**src/design/dcd_pkg.sv**
```systemverilog
// Shared opcodes and field widths for the deadlock cycle detector.
package dcd_pkg;
  localparam logic [1:0] OP_CLEAR  = 2'd0;
  localparam logic [1:0] OP_ADD    = 2'd1;
  localparam logic [1:0] OP_DETECT = 2'd2;

  localparam int unsigned NodeW  = 5;
  localparam int unsigned CountW = 6;
endpackage

```
**src/design/dcd_ram.sv**
```systemverilog
// Generic single-port-write, single-port-read RAM with registered read data.
module dcd_ram #(
  parameter int unsigned WIDTH = 8,
  parameter int unsigned DEPTH = 32
) (
  input  logic                     clk_i,
  input  logic                     we_i,
  input  logic [$clog2(DEPTH)-1:0] waddr_i,
  input  logic [WIDTH-1:0]         wdata_i,
  input  logic                     re_i,
  input  logic [$clog2(DEPTH)-1:0] raddr_i,
  output logic [WIDTH-1:0]         rdata_o
);
  logic [WIDTH-1:0] mem_q [DEPTH];
  logic [WIDTH-1:0] rdata_q;

  always_ff @(posedge clk_i) begin
    if (we_i) begin
      mem_q[waddr_i] <= wdata_i;
    end
    if (re_i) begin
      rdata_q <= mem_q[raddr_i];
    end
  end

  assign rdata_o = rdata_q;
endmodule

```
**src/design/deadlock_cycle_detector.sv**
```systemverilog
// Deadlock cycle detector: adjacency matrix in RAM, depth-first walk with a RAM stack.
//
//  channel   dir  fields
//  s_axis    in   tdata = opcode[1:0], from_node[6:2], to_node[11:7]
//  m_axis    out  tdata = node[4:0], cycle_number[10:5]; tlast = last_of_cycle;
//                 tuser = done_res
//  cfg       in   cfg_wr_data_i = node_count, written when cfg_wr_en_i is high
//
// Clear and unused opcodes finish in the idle state; add edge reads the row,
// then writes it back. Detect walks the roots in order, scans the neighbor
// slots of each visited node, pops finished nodes, and scans the stack entries
// when a cycle is reported, then closes with a done result.
// Reset empties the graph at once through per-row valid bits.
// Input is held off until the current request is done; result stalls pause the walk.
module deadlock_cycle_detector
  import dcd_pkg::*;
#(
  parameter int unsigned NODES = 32
) (
  input  logic        clk_i,
  input  logic        rst_ni,
  input  logic        cfg_wr_en_i,
  input  logic [5:0]  cfg_wr_data_i,
  input  logic        s_axis_tvalid,
  output logic        s_axis_tready,
  input  logic [15:0] s_axis_tdata,   // opcode[1:0], from_node[6:2], to_node[11:7]
  output logic        m_axis_tvalid,
  input  logic        m_axis_tready,
  output logic [15:0] m_axis_tdata,   // node[4:0], cycle_number[10:5]
  output logic        m_axis_tlast,
  output logic        m_axis_tuser    // done_res
);
  localparam int unsigned IW = $clog2(NODES);
  localparam int unsigned CW = IW + 1;
  localparam logic [8:0]  NodesW = 9'(NODES);

  localparam logic [2:0] S_IDLE  = 3'd0;
  localparam logic [2:0] S_ADDWR = 3'd1;
  localparam logic [2:0] S_ROOT  = 3'd2;
  localparam logic [2:0] S_STEP  = 3'd3;
  localparam logic [2:0] S_POP   = 3'd4;
  localparam logic [2:0] S_SCAN  = 3'd5;

  logic [2:0]        state_q, state_d;
  logic [5:0]        node_count_q;
  logic [NODES-1:0]  row_valid_q, row_valid_d;
  logic [NODES-1:0]  visited_q, visited_d;
  logic [NODES-1:0]  onstack_q, onstack_d;
  logic [CW-1:0]     depth_q, depth_d;
  logic [CW-1:0]     root_q, root_d;
  logic [IW-1:0]     top_node_q, top_node_d;
  logic [CW-1:0]     top_cur_q, top_cur_d;
  logic [IW-1:0]     target_q, target_d;
  logic [CW-1:0]     idx_q, idx_d;
  logic              found_q, found_d;
  logic [CountW-1:0] total_q, total_d;
  logic [IW-1:0]     add_from_q, add_from_d;
  logic [IW-1:0]     add_to_q, add_to_d;

  logic              out_valid_q;
  logic [NodeW-1:0]  out_node_q;
  logic              out_last_q;
  logic [CountW-1:0] out_num_q;
  logic              out_done_q;

  logic              emit;
  logic [NodeW-1:0]  emit_node;
  logic              emit_last;
  logic              emit_done;
  logic              out_free;

  // adjacency RAM
  logic              adj_we, adj_re;
  logic [IW-1:0]     adj_waddr, adj_raddr;
  logic [NODES-1:0]  adj_wdata, adj_rdata;
  // walk stack RAMs (node and neighbor cursor)
  logic              nd_we, nd_re, cur_we;
  logic [IW-1:0]     nd_waddr, nd_raddr, cur_waddr;
  logic [IW-1:0]     nd_wdata, nd_rdata;
  logic [CW-1:0]     cur_wdata, cur_rdata;

  logic [1:0]        in_op;
  logic [NodeW-1:0]  in_from, in_to;
  logic [CW-1:0]     n_eff;
  logic [NODES-1:0]  top_row;
  logic [IW-1:0]     v_idx;

  assign in_op   = s_axis_tdata[1:0];
  assign in_from = s_axis_tdata[6:2];
  assign in_to   = s_axis_tdata[11:7];

  assign n_eff    = ({3'b0, node_count_q} > NodesW) ? CW'(NodesW) : CW'(node_count_q);
  assign top_row  = row_valid_q[top_node_q] ? adj_rdata : '0;
  assign v_idx    = top_cur_q[IW-1:0];
  assign out_free = !out_valid_q || m_axis_tready;

  assign s_axis_tready = (state_q == S_IDLE);

  dcd_ram #(.WIDTH(NODES), .DEPTH(NODES)) u_adj_ram (
    .clk_i, .we_i(adj_we), .waddr_i(adj_waddr), .wdata_i(adj_wdata),
    .re_i(adj_re), .raddr_i(adj_raddr), .rdata_o(adj_rdata)
  );

  dcd_ram #(.WIDTH(IW), .DEPTH(NODES)) u_node_ram (
    .clk_i, .we_i(nd_we), .waddr_i(nd_waddr), .wdata_i(nd_wdata),
    .re_i(nd_re), .raddr_i(nd_raddr), .rdata_o(nd_rdata)
  );

  dcd_ram #(.WIDTH(CW), .DEPTH(NODES)) u_cur_ram (
    .clk_i, .we_i(cur_we), .waddr_i(cur_waddr), .wdata_i(cur_wdata),
    .re_i(nd_re), .raddr_i(nd_raddr), .rdata_o(cur_rdata)
  );

  always_comb begin
    state_d     = state_q;
    row_valid_d = row_valid_q;
    visited_d   = visited_q;
    onstack_d   = onstack_q;
    depth_d     = depth_q;
    root_d      = root_q;
    top_node_d  = top_node_q;
    top_cur_d   = top_cur_q;
    target_d    = target_q;
    idx_d       = idx_q;
    found_d     = found_q;
    total_d     = total_q;
    add_from_d  = add_from_q;
    add_to_d    = add_to_q;

    adj_we    = 1'b0;
    adj_waddr = add_from_q;
    adj_wdata = '0;
    adj_re    = 1'b0;
    adj_raddr = top_node_q;
    nd_we     = 1'b0;
    nd_waddr  = '0;
    nd_wdata  = '0;
    nd_re     = 1'b0;
    nd_raddr  = '0;
    cur_we    = 1'b0;
    cur_waddr = '0;
    cur_wdata = '0;

    emit      = 1'b0;
    emit_node = '0;
    emit_last = 1'b0;
    emit_done = 1'b0;

    case (state_q)
      S_IDLE: begin
        if (s_axis_tvalid) begin
          case (in_op)
            OP_CLEAR: begin
              row_valid_d = '0;
              visited_d   = '0;
              onstack_d   = '0;
              depth_d     = '0;
            end
            OP_ADD: begin
              if (({4'b0, in_from} < NodesW) && ({4'b0, in_to} < NodesW)) begin
                adj_re     = 1'b1;
                adj_raddr  = IW'(in_from);
                add_from_d = IW'(in_from);
                add_to_d   = IW'(in_to);
                state_d    = S_ADDWR;
              end
            end
            OP_DETECT: begin
              visited_d = '0;
              onstack_d = '0;
              total_d   = '0;
              root_d    = '0;
              state_d   = S_ROOT;
            end
            default: ;
          endcase
        end
      end

      S_ADDWR: begin
        adj_we    = 1'b1;
        adj_wdata = (row_valid_q[add_from_q] ? adj_rdata : '0)
                    | (NODES'(1) << add_to_q);
        row_valid_d[add_from_q] = 1'b1;
        state_d = S_IDLE;
      end

      S_ROOT: begin
        if (root_q >= n_eff) begin
          if (out_free) begin
            emit      = 1'b1;
            emit_done = 1'b1;
            state_d   = S_IDLE;
          end
        end else if (visited_q[root_q[IW-1:0]]) begin
          root_d = root_q + 1'b1;
        end else begin
          visited_d[root_q[IW-1:0]] = 1'b1;
          onstack_d[root_q[IW-1:0]] = 1'b1;
          nd_we      = 1'b1;
          nd_waddr   = '0;
          nd_wdata   = root_q[IW-1:0];
          depth_d    = CW'(1);
          top_node_d = root_q[IW-1:0];
          top_cur_d  = '0;
          adj_re     = 1'b1;
          adj_raddr  = root_q[IW-1:0];
          state_d    = S_STEP;
        end
      end

      S_STEP: begin
        if (top_cur_q >= n_eff) begin
          onstack_d[top_node_q] = 1'b0;
          depth_d = depth_q - 1'b1;
          if (depth_q == CW'(1)) begin
            root_d  = root_q + 1'b1;
            state_d = S_ROOT;
          end else begin
            nd_re    = 1'b1;
            nd_raddr = IW'(depth_q - CW'(2));
            state_d  = S_POP;
          end
        end else begin
          top_cur_d = top_cur_q + 1'b1;
          if (top_row[v_idx] && !visited_q[v_idx]) begin
            visited_d[v_idx] = 1'b1;
            onstack_d[v_idx] = 1'b1;
            cur_we     = 1'b1;
            cur_waddr  = IW'(depth_q - 1'b1);
            cur_wdata  = top_cur_q + 1'b1;
            nd_we      = 1'b1;
            nd_waddr   = IW'(depth_q);
            nd_wdata   = v_idx;
            depth_d    = depth_q + 1'b1;
            top_node_d = v_idx;
            top_cur_d  = '0;
            adj_re     = 1'b1;
            adj_raddr  = v_idx;
          end else if (top_row[v_idx] && onstack_q[v_idx]) begin
            // back edge: report the stack from the target up to the top
            total_d  = total_q + 1'b1;
            target_d = v_idx;
            idx_d    = '0;
            found_d  = 1'b0;
            nd_re    = 1'b1;
            nd_raddr = '0;
            state_d  = S_SCAN;
          end
        end
      end

      S_POP: begin
        top_node_d = nd_rdata;
        top_cur_d  = cur_rdata;
        adj_re     = 1'b1;
        adj_raddr  = nd_rdata;
        state_d    = S_STEP;
      end

      S_SCAN: begin
        if (found_q || nd_rdata == target_q) begin
          if (out_free) begin
            found_d   = 1'b1;
            emit      = 1'b1;
            emit_node = NodeW'(nd_rdata);
            emit_last = (idx_q == depth_q - 1'b1);
            if (emit_last) begin
              // tree abandoned; every on-stack mark belongs to it
              onstack_d = '0;
              depth_d   = '0;
              root_d    = root_q + 1'b1;
              state_d   = S_ROOT;
            end else begin
              idx_d    = idx_q + 1'b1;
              nd_re    = 1'b1;
              nd_raddr = IW'(idx_q + 1'b1);
            end
          end
        end else begin
          idx_d    = idx_q + 1'b1;
          nd_re    = 1'b1;
          nd_raddr = IW'(idx_q + 1'b1);
        end
      end

      default: state_d = S_IDLE;
    endcase
  end

  always_ff @(posedge clk_i or negedge rst_ni) begin
    if (!rst_ni) begin
      state_q      <= S_IDLE;
      node_count_q <= 6'd32;
      row_valid_q  <= '0;
      visited_q    <= '0;
      onstack_q    <= '0;
      depth_q      <= '0;
      root_q       <= '0;
      found_q      <= 1'b0;
      total_q      <= '0;
      out_valid_q  <= 1'b0;
    end else begin
      state_q     <= state_d;
      row_valid_q <= row_valid_d;
      visited_q   <= visited_d;
      onstack_q   <= onstack_d;
      depth_q     <= depth_d;
      root_q      <= root_d;
      found_q     <= found_d;
      total_q     <= total_d;
      if (cfg_wr_en_i) begin
        node_count_q <= cfg_wr_data_i;
      end
      if (emit) begin
        out_valid_q <= 1'b1;
      end else if (m_axis_tready) begin
        out_valid_q <= 1'b0;
      end
    end
  end

  always_ff @(posedge clk_i) begin
    top_node_q <= top_node_d;
    top_cur_q  <= top_cur_d;
    target_q   <= target_d;
    idx_q      <= idx_d;
    add_from_q <= add_from_d;
    add_to_q   <= add_to_d;
    if (emit) begin
      out_node_q <= emit_node;
      out_last_q <= emit_last;
      out_num_q  <= total_q;
      out_done_q <= emit_done;
    end
  end

  assign m_axis_tvalid = out_valid_q;
  assign m_axis_tdata  = {5'b0, out_num_q, out_node_q};
  assign m_axis_tlast  = out_last_q;
  assign m_axis_tuser  = out_done_q;

  a_depth_bound: assert property (@(posedge clk_i) disable iff (!rst_ni)
    depth_q <= CW'(NODES))
    else $error("walk depth beyond node count");

  a_step_has_top: assert property (@(posedge clk_i) disable iff (!rst_ni)
    (state_q == S_STEP || state_q == S_SCAN || state_q == S_POP) |-> depth_q != '0)
    else $error("walk running on an empty stack");

  a_onstack_visited: assert property (@(posedge clk_i) disable iff (!rst_ni)
    (onstack_q & ~visited_q) == '0)
    else $error("on-stack node not marked visited");

  a_emit_slot: assert property (@(posedge clk_i) disable iff (!rst_ni)
    emit |-> out_free)
    else $error("result overwrites a pending result");
endmodule
```
**config.mk**
```make
export PLATFORM = sky130hd
export DESIGN_NAME = deadlock_cycle_detector
export DESIGN_NICKNAME = d
export VERILOG_FILES = /design/src/design/dcd_pkg.sv /design/src/design/dcd_ram.sv /design/src/design/deadlock_cycle_detector.sv
export SDC_FILE = /design/constraint.sdc
export NUM_CORES = 2
export LEC_CHECK = 0
export BUFFER_PORTS_ARGS = -buffer_cell sky130_fd_sc_hd__buf_4
export CAP_MARGIN = 10
export CORE_MARGIN = 2
export CORE_UTILIZATION = 60
export CTS_CLUSTER_DIAMETER = 200
export DETAILED_ROUTE_END_ITERATION = 8
export PLACE_DENSITY = 0.76
export SLEW_MARGIN = 20
export SYNTH_ARGS = -nofsm -noshare
export SYNTH_HDL_FRONTEND = slang
export SYNTH_SLANG_ARGS = --single-unit
```
**constraint.sdc**
```tcl
create_clock -name clk_i -period 6.4 [get_ports clk_i]
set_clock_uncertainty 0.1 [all_clocks]
set_input_delay 1.92 -clock clk_i [delete_from_list [all_inputs] [get_ports clk_i]]
set_output_delay 1.92 -clock clk_i [all_outputs]
set_load 0.02 [all_outputs]
```
Yosys cells after proc, flatten, opt, wreduce, memory -nomap -nowiden

Memories as Yosys holds them, arrays and structs flattened. A register that Yosys moved wholly into a read port is not among the register bits.
Cells that the tools add are included.

Latch bits: 0
Word-level logic and storage cells: 274
ROM bits: 0
Bits in writable memories: 1376
Input bits: 27
Memories kept: 3
Register bits after elaboration: 170

Reductions and logical operators: 33
Multiplexer cells: 155
Shift operators: 1
Eq/ne operators: 34
$add $sub $neg: 7
Bitwise logic cells: 10
Multiply operators: 0
Div/mod/pow operators: 0
$lt $le $gt $ge: 11

Memories:

| memory           | words | width | read ports | clocked after memory_dff | wr ports | line          | text |
|---|---|---|---|---|---|---|---|
| u_adj_ram.mem_q  | 32    | 32    | 1          | 1                        | 1        | dcd_ram.sv:14 | `logic [WIDTH-1:0] mem_q [DEPTH];` |
| u_cur_ram.mem_q  | 32    | 6     | 1          | 1                        | 1        | dcd_ram.sv:14 |  |
| u_node_ram.mem_q | 32    | 5     | 1          | 1                        | 1        | dcd_ram.sv:14 |  |

Operator list:

| cell                                                              | count |
|---|---|
| two-way mux 32 bit                                                | 18 |
| two-way mux 6 bit                                                 | 35 |
| bitwise OR 32 bit                                                 | 6 |
| one-hot mux 32 bit (4 select lines)                               | 1 |
| two-way mux 5 bit                                                 | 21 |
| one-hot mux 32 bit (3 select lines)                               | 1 |
| one-hot mux 32 bit (2 select lines)                               | 1 |
| one-hot mux 6 bit (4 select lines)                                | 2 |
| two-way mux 1 bit                                                 | 41 |
| two-way mux 3 bit                                                 | 11 |
| bitwise AND 32 bit                                                | 1 |
| NOT 32 bit                                                        | 1 |
| << shifter 1 x 5 -> 32 bit, first input constant                  | 1 |
| adder 6 x 1 -> 6 bit, second input constant                       | 5 |
| binary-select mux 1 bit (select 5 bit)                            | 6 |
| != test 2 bit, second input constant                              | 14 |
| AND reduction 9 bit                                               | 3 |
| < comparator 5 x 6 -> 1 bit, second input constant                | 4 |
| one-hot mux 6 bit (2 select lines)                                | 2 |
| != test 3 bit, second input constant                              | 7 |
| demux 1 bit (select 5 bit)                                        | 4 |
| greater-or-equal comparator 5 x 1 -> 1 bit, second input constant | 4 |
| one-hot mux 5 bit (2 select lines)                                | 2 |
| one-hot mux 5 bit (4 select lines)                                | 1 |
| other kinds (35)                                                  | 59 |

Depth between registers and ports, before layout

Word-level depth: 11
Mapped depth: 20

By module

From an unflattened synthesis, not the netlist that was laid out.

Cell total of the unflattened synthesis: 4199
Area total of the unflattened synthesis: 66836.6 um2

By module, submodules not included:

| module                  | cells an instance | times used | area an instance (um2) |
|---|---|---|---|
| dcd_ram at u_adj_ram    | 2260              | 1          | 40805.4 |
| deadlock_cycle_detector | 1339              | 1          | 11986.5 |
| dcd_ram at u_cur_ram    | 323               | 1          | 7649.8 |
| dcd_ram at u_node_ram   | 277               | 1          | 6394.9 |

Worst setup path before layout

Ideal clock, no wire load.

Path kind: input port to flip-flop
From: in s_axis_tdata[0]
To: reg u_adj_ram.rdata_q[31] (netlist: u_adj_ram.rdata_o[31]), read port of u_adj_ram.mem_q (data pin)
Data arrival time: 4.355 ns
Setup time: 0.260 ns
Required time: 6.040 ns
Stages: 14
Path slack: 1.685 ns
Path through: nor2b_1 -> nand2_1 -> nor2_1 -> a22o_1 -> a21oi_4 -> and3_1 -> buf_2 -> buf_6 -> buf_6 -> buf_2 -> a221oi_1 -> o21ai_0 -> nand4_1 -> a31oi_1

Word-level cells in the longest chain between the ends: 4
Elaborated cells on any way between the ends: 7
Classes of those cells: 1 x eq/ne; 6 x mux

RTL lines:

| element                                                                                         | line                           | text |
|---|---|---|
| start: declaration                                                                              | deadlock_cycle_detector.sv:26  | `input logic [15:0] s_axis_tdata,` |
| equality test 2 x 1 -> 1 bit *                                                                  | deadlock_cycle_detector.sv:152 | `case (in_op)` |
| two-way mux 5 bit / two-way mux 1 bit (equally long branches)                                   | deadlock_cycle_detector.sv:152 |  |
| two-way mux 5 bit / two-way mux 1 bit (equally long branches)                                   | deadlock_cycle_detector.sv:151 | `if (s_axis_tvalid) begin` |
| one-hot mux 5 bit (4 select lines) / one-hot mux 1 bit (4 select lines) (equally long branches) | deadlock_cycle_detector.sv:149 | `case (state_q)` |
| end: declaration                                                                                | dcd_ram.sv:15                  | `logic [WIDTH-1:0] rdata_q;` |

Mark *: on every way between the ends. The rest lies on a longest branch, timed or not.
A chain may end at the register's enable or synchronous reset.

Final worst setup path

From: reg top_cur_q[2]
To: reg u_adj_ram.rdata_q[18] (netlist: u_adj_ram.rdata_o[18]), read port of u_adj_ram.mem_q (data pin)

Word-level cells in the longest chain between the ends: 7
Elaborated cells on any way between the ends: 13
Classes of those cells: 1 x order compare; 10 x mux; 2 x reduce/logical

RTL lines:

| element                                                                                         | line                           | text |
|---|---|---|
| start: declaration                                                                              | deadlock_cycle_detector.sv:52  | `logic [CW-1:0] top_cur_q, top_cur_d;` |
| start signal: assignment                                                                        | deadlock_cycle_detector.sv:325 | `top_cur_q <= top_cur_d;` |
| binary-select mux 1 bit (select 5 bit)                                                          | deadlock_cycle_detector.sv:226 | `if (top_row[v_idx] && !visited_q[v_idx]) begin` |
| two-way mux 1 bit (implied by the code)                                                         | deadlock_cycle_detector.sv:226 |  |
| logical NOT 1 bit                                                                               | deadlock_cycle_detector.sv:226 |  |
| logical AND 1 bit                                                                               | deadlock_cycle_detector.sv:226 |  |
| two-way mux 5 bit / two-way mux 1 bit (equally long branches) (2 in a row)                      | -                              |  |
| one-hot mux 5 bit (4 select lines) / one-hot mux 1 bit (4 select lines) (equally long branches) | deadlock_cycle_detector.sv:149 |  |

Parallel ways exist; a longest one is shown, timed or not. The select of a mux whose other input is x is not followed.

==> results_dict.tcl <==
set metrics [dict create \
    finalMaxSlewViolations 0 \
    synth_top_area_cell "edfxtp_1" \
    synth_seq_cells 1589 \
    outcome "finished, final reports clean" \
    clock-sinks 1589 \
    drc_errors 0 \
    grt_setup_unrepaired "no" \
    via_count 45982 \
    dieArea_um2 117000 \
    hp-class "reg2reg" \
    power_density_nw_per_um2 477 \
    finalCritPeriodShare_pct 90.6 \
    coreArea_um2 114000 \
    clkTransAtPathRegs_ns 0.07 \
    layout_commonest_cell "edfxtp_1" \
    hold_viol 0 \
    cts_buffers 158 \
    post-place-cells 6460 \
    cts_tree "built" \
    drv_cap 0 \
    wl_per_cell_um 27.3 \
    rows 124 \
    antenna_found_initial 2 \
    fillers 7718 \
    worst_ep_required_time_ns 6.93 \
    hpwl_mm 107 \
    cts_max_level 4 \
    tightestPinTransition_ns 1.08 \
    cp.arrival_ns 6.32 \
    chipHeight_um 343 \
    fp.dieW_um 343 \
    grt_usage_pct 31.2 \
    port_buffers 37 \
    r2r_slack_ns 0.60 \
    cp-end-kind "register" \
    drt_wl_total_mm 184 \
    syn_area_um2 68800 \
    clock_path_buffers 3 \
    start_util_pct 60.3 \
    avgSynthCellArea_um2 13.4 \
    stdcell_count 6748 \
    postCtsSetupBuffers 0 \
    layout.area.seq_um2 47100 \
    ir_drop_mv 0.502 \
    max-slew-margin-rel_pct 27.6 \
    routed_via_density 6.81 \
    synth_ff_type "edfxtp_1" \
    io_pins 47 \
    drt.antenna.violating_nets 0 \
    synth_edf_count 1464 \
    grt_max_degree 177 \
    final_cell_mix "edfxtp_1 (1464), nand2_1 (371), a31oi_1 (349), o21ai_0 (278), inv_1 (277)" \
    setup_tns_ns 0 \
    multi_input_area_um2 19500 \
    gp_congestion 0.976 \
    postCtsHoldBufs 0 \
    antenna_cells 0 \
    synth_area_leaders "edfxtp_1 (64%), dfrtp_1 (4.5%), mux2i_1 (3.5%), a31oi_1 (3.2%), a211oi_1 (2.1%)" \
    final_layout_size_suffix_gt1_share_pct 12.5 \
    async_flop_share_pct 7.87 \
    p_leak_nw 27.2 \
    ys_warn_count 0 \
    grt_pass1_vias 44112 \
    fin_crit_ns 5.80 \
    fmax_ghz 0.172 \
    grt_pass1_wl_mm 274 \
    netlist.area_leader.share_pct 63.9 \
    dr.pass1.iters 7 \
    cts-root-buf "clkbuf_16" \
    crit_path_max_fanout 47 \
    clock_latency_ns 0.80 \
    postSynthCellCount 5122 \
    ys_types 82 \
    setup_viol 0 \
    grt-ovfl-total 0 \
    synth_seq_area_share_pct 68.5 \
    path_class "reg2reg" \
    area_growth_pct 11.3 \
    drt_iter0_drc 6327 \
    nNetsFinal 5163 \
    worstSetupStartpointType "register" \
    cts_resized 0 \
]
-- worst max-delay path, cell delays in order (launching register included) --
cell and delay (ns):
edfxtp_1 0.57, nor3_1 0.91, buf_4 0.27, a22o_1 0.14
a41o_1 0.26, o31a_1 0.35, a31oi_4 0.23, o21ai_4 0.89
buf_4 0.69, a221oi_1 0.22, o21ai_0 0.25, nand4_1 0.42
a31oi_1 0.30
-- worst paths after layout --
kind / start / to / cells after the start
max: top_cur_q[2] / u_adj_ram.rdata_o[18] / 12
min: total_q[5] / out_num_q[5] / 0
max reg2reg: top_cur_q[2] / u_adj_ram.rdata_o[18] / 12
min reg2reg: total_q[5] / out_num_q[5] / 0
max in group asynchronous: rst_ni / row_valid_q[2] / 2
min in group asynchronous: rst_ni / onstack_q[26] / 1
-- area by class of cell --
cell class	instances	share of cell area [%]
flip-flops and latches	1589	61.5
multi-input cells	2855	25.5
clock buffers	204	5.58
repair buffers	225	2.60
well taps	1512	2.47
inverters	279	1.37
clock inverters	84	1.02
-- cell usage after synthesis, types with 10 or more instances --
library cell	number
a21oi_1	181
mux2_2	66
buf_1	31
o221ai_1	15
a21o_1	67
dfrtp_1	124
a221o_1	66
nor3_1	49
a31oi_1	349
a211oi_1	196
or3_1	10
nor2_1	254
o22ai_1	36
ha_1	28
o221a_1	31
a221oi_1	62
inv_1	277
mux4_2	32
nand2_1	375
a2111oi_0	63
o21ai_0	279
clkbuf_1	278
nand2b_1	13
mux2i_1	240
a22oi_1	44
nand3_1	97
xnor2_1	19
nor2b_1	19
a32oi_1	13
nand4_1	44
and3_1	12
buf_2	71
xor2_1	12
and2_1	76
edfxtp_1	1464
buf_4	16
-- flip-flops by register name, indices dropped and copies added, names as in the netlist, 5 cells and up --
register,count
root_q,6
target_q,5
u_adj_ram.rdata_o,32
visited_q,32
add_to_q,5
idx_q,6
depth_q,6
u_cur_ram.mem_q,192
top_node_q,5
u_node_ram.mem_q,160
top_cur_q,6
add_from_q,5
row_valid_q,32
node_count_q,6
u_node_ram.rdata_o,5
out_node_q,5
out_num_q,6
total_q,6
u_cur_ram.rdata_o,6
u_adj_ram.mem_q,1024
onstack_q,32
-- kinds of logic (layout without fill, tap and decap cells) --
family | after synthesis | count (layout) | share of synthesized area (%)
xor+xnor | 32 | 32 | 0.428
fa+ha+maj | 28 | 28 | 0.509
other cells | 1 | 5 | 0.00545
buf+inv | 682 | 792 | 4.01
compound gates | 1460 | 1460 | 14.4
mux | 338 | 338 | 5.62
simple gates | 992 | 992 | 6.57
flops | 1589 | 1589 | 68.5
-- power by group --
group          leakage, nW  switching (mW)  internal (mW)  total, mW
Combinational         9.62            9.90           4.91       14.8
Clock                 2.47            3.92           5.17       9.09
Sequential            15.1           0.493           12.1       12.6
-- metal layers --
metal | vias to the layer above | part of all wire, % | track usage, %
met5 | - | 0.014 | 0
met4 | 4 | 5.6 | 16.6
met3 | 585 | 11 | 6.88
met2 | 3092 | 47 | 48.8
met1 | 22500 | 36 | 41.1
li1 | 19801 | - | -
-- stage by stage --
| stage | cell area (um^2) | power (mW) | util (%) | setup slack, ns | hold slack (ns) |
|---|---|---|---|---|---|
| after floorplan | 68800 | 22.2 | - | 1.68 | 0.339 |
| after global placement | 71500 | 26.9 | 62.7 | 0.618 | 0.360 |
| after detailed placement | 71500 | 27.2 | 62.7 | 0.538 | 0.368 |
| after CTS | 76500 | 36.2 | 67.1 | 0.795 | 0.388 |
| after global routing | 76600 | 37.7 | 67.2 | 0.473 | 0.419 |
| final | 76600 | 36.5 | 67.2 | 0.602 | 0.397 |
Power figures use the tool's default switching activity.
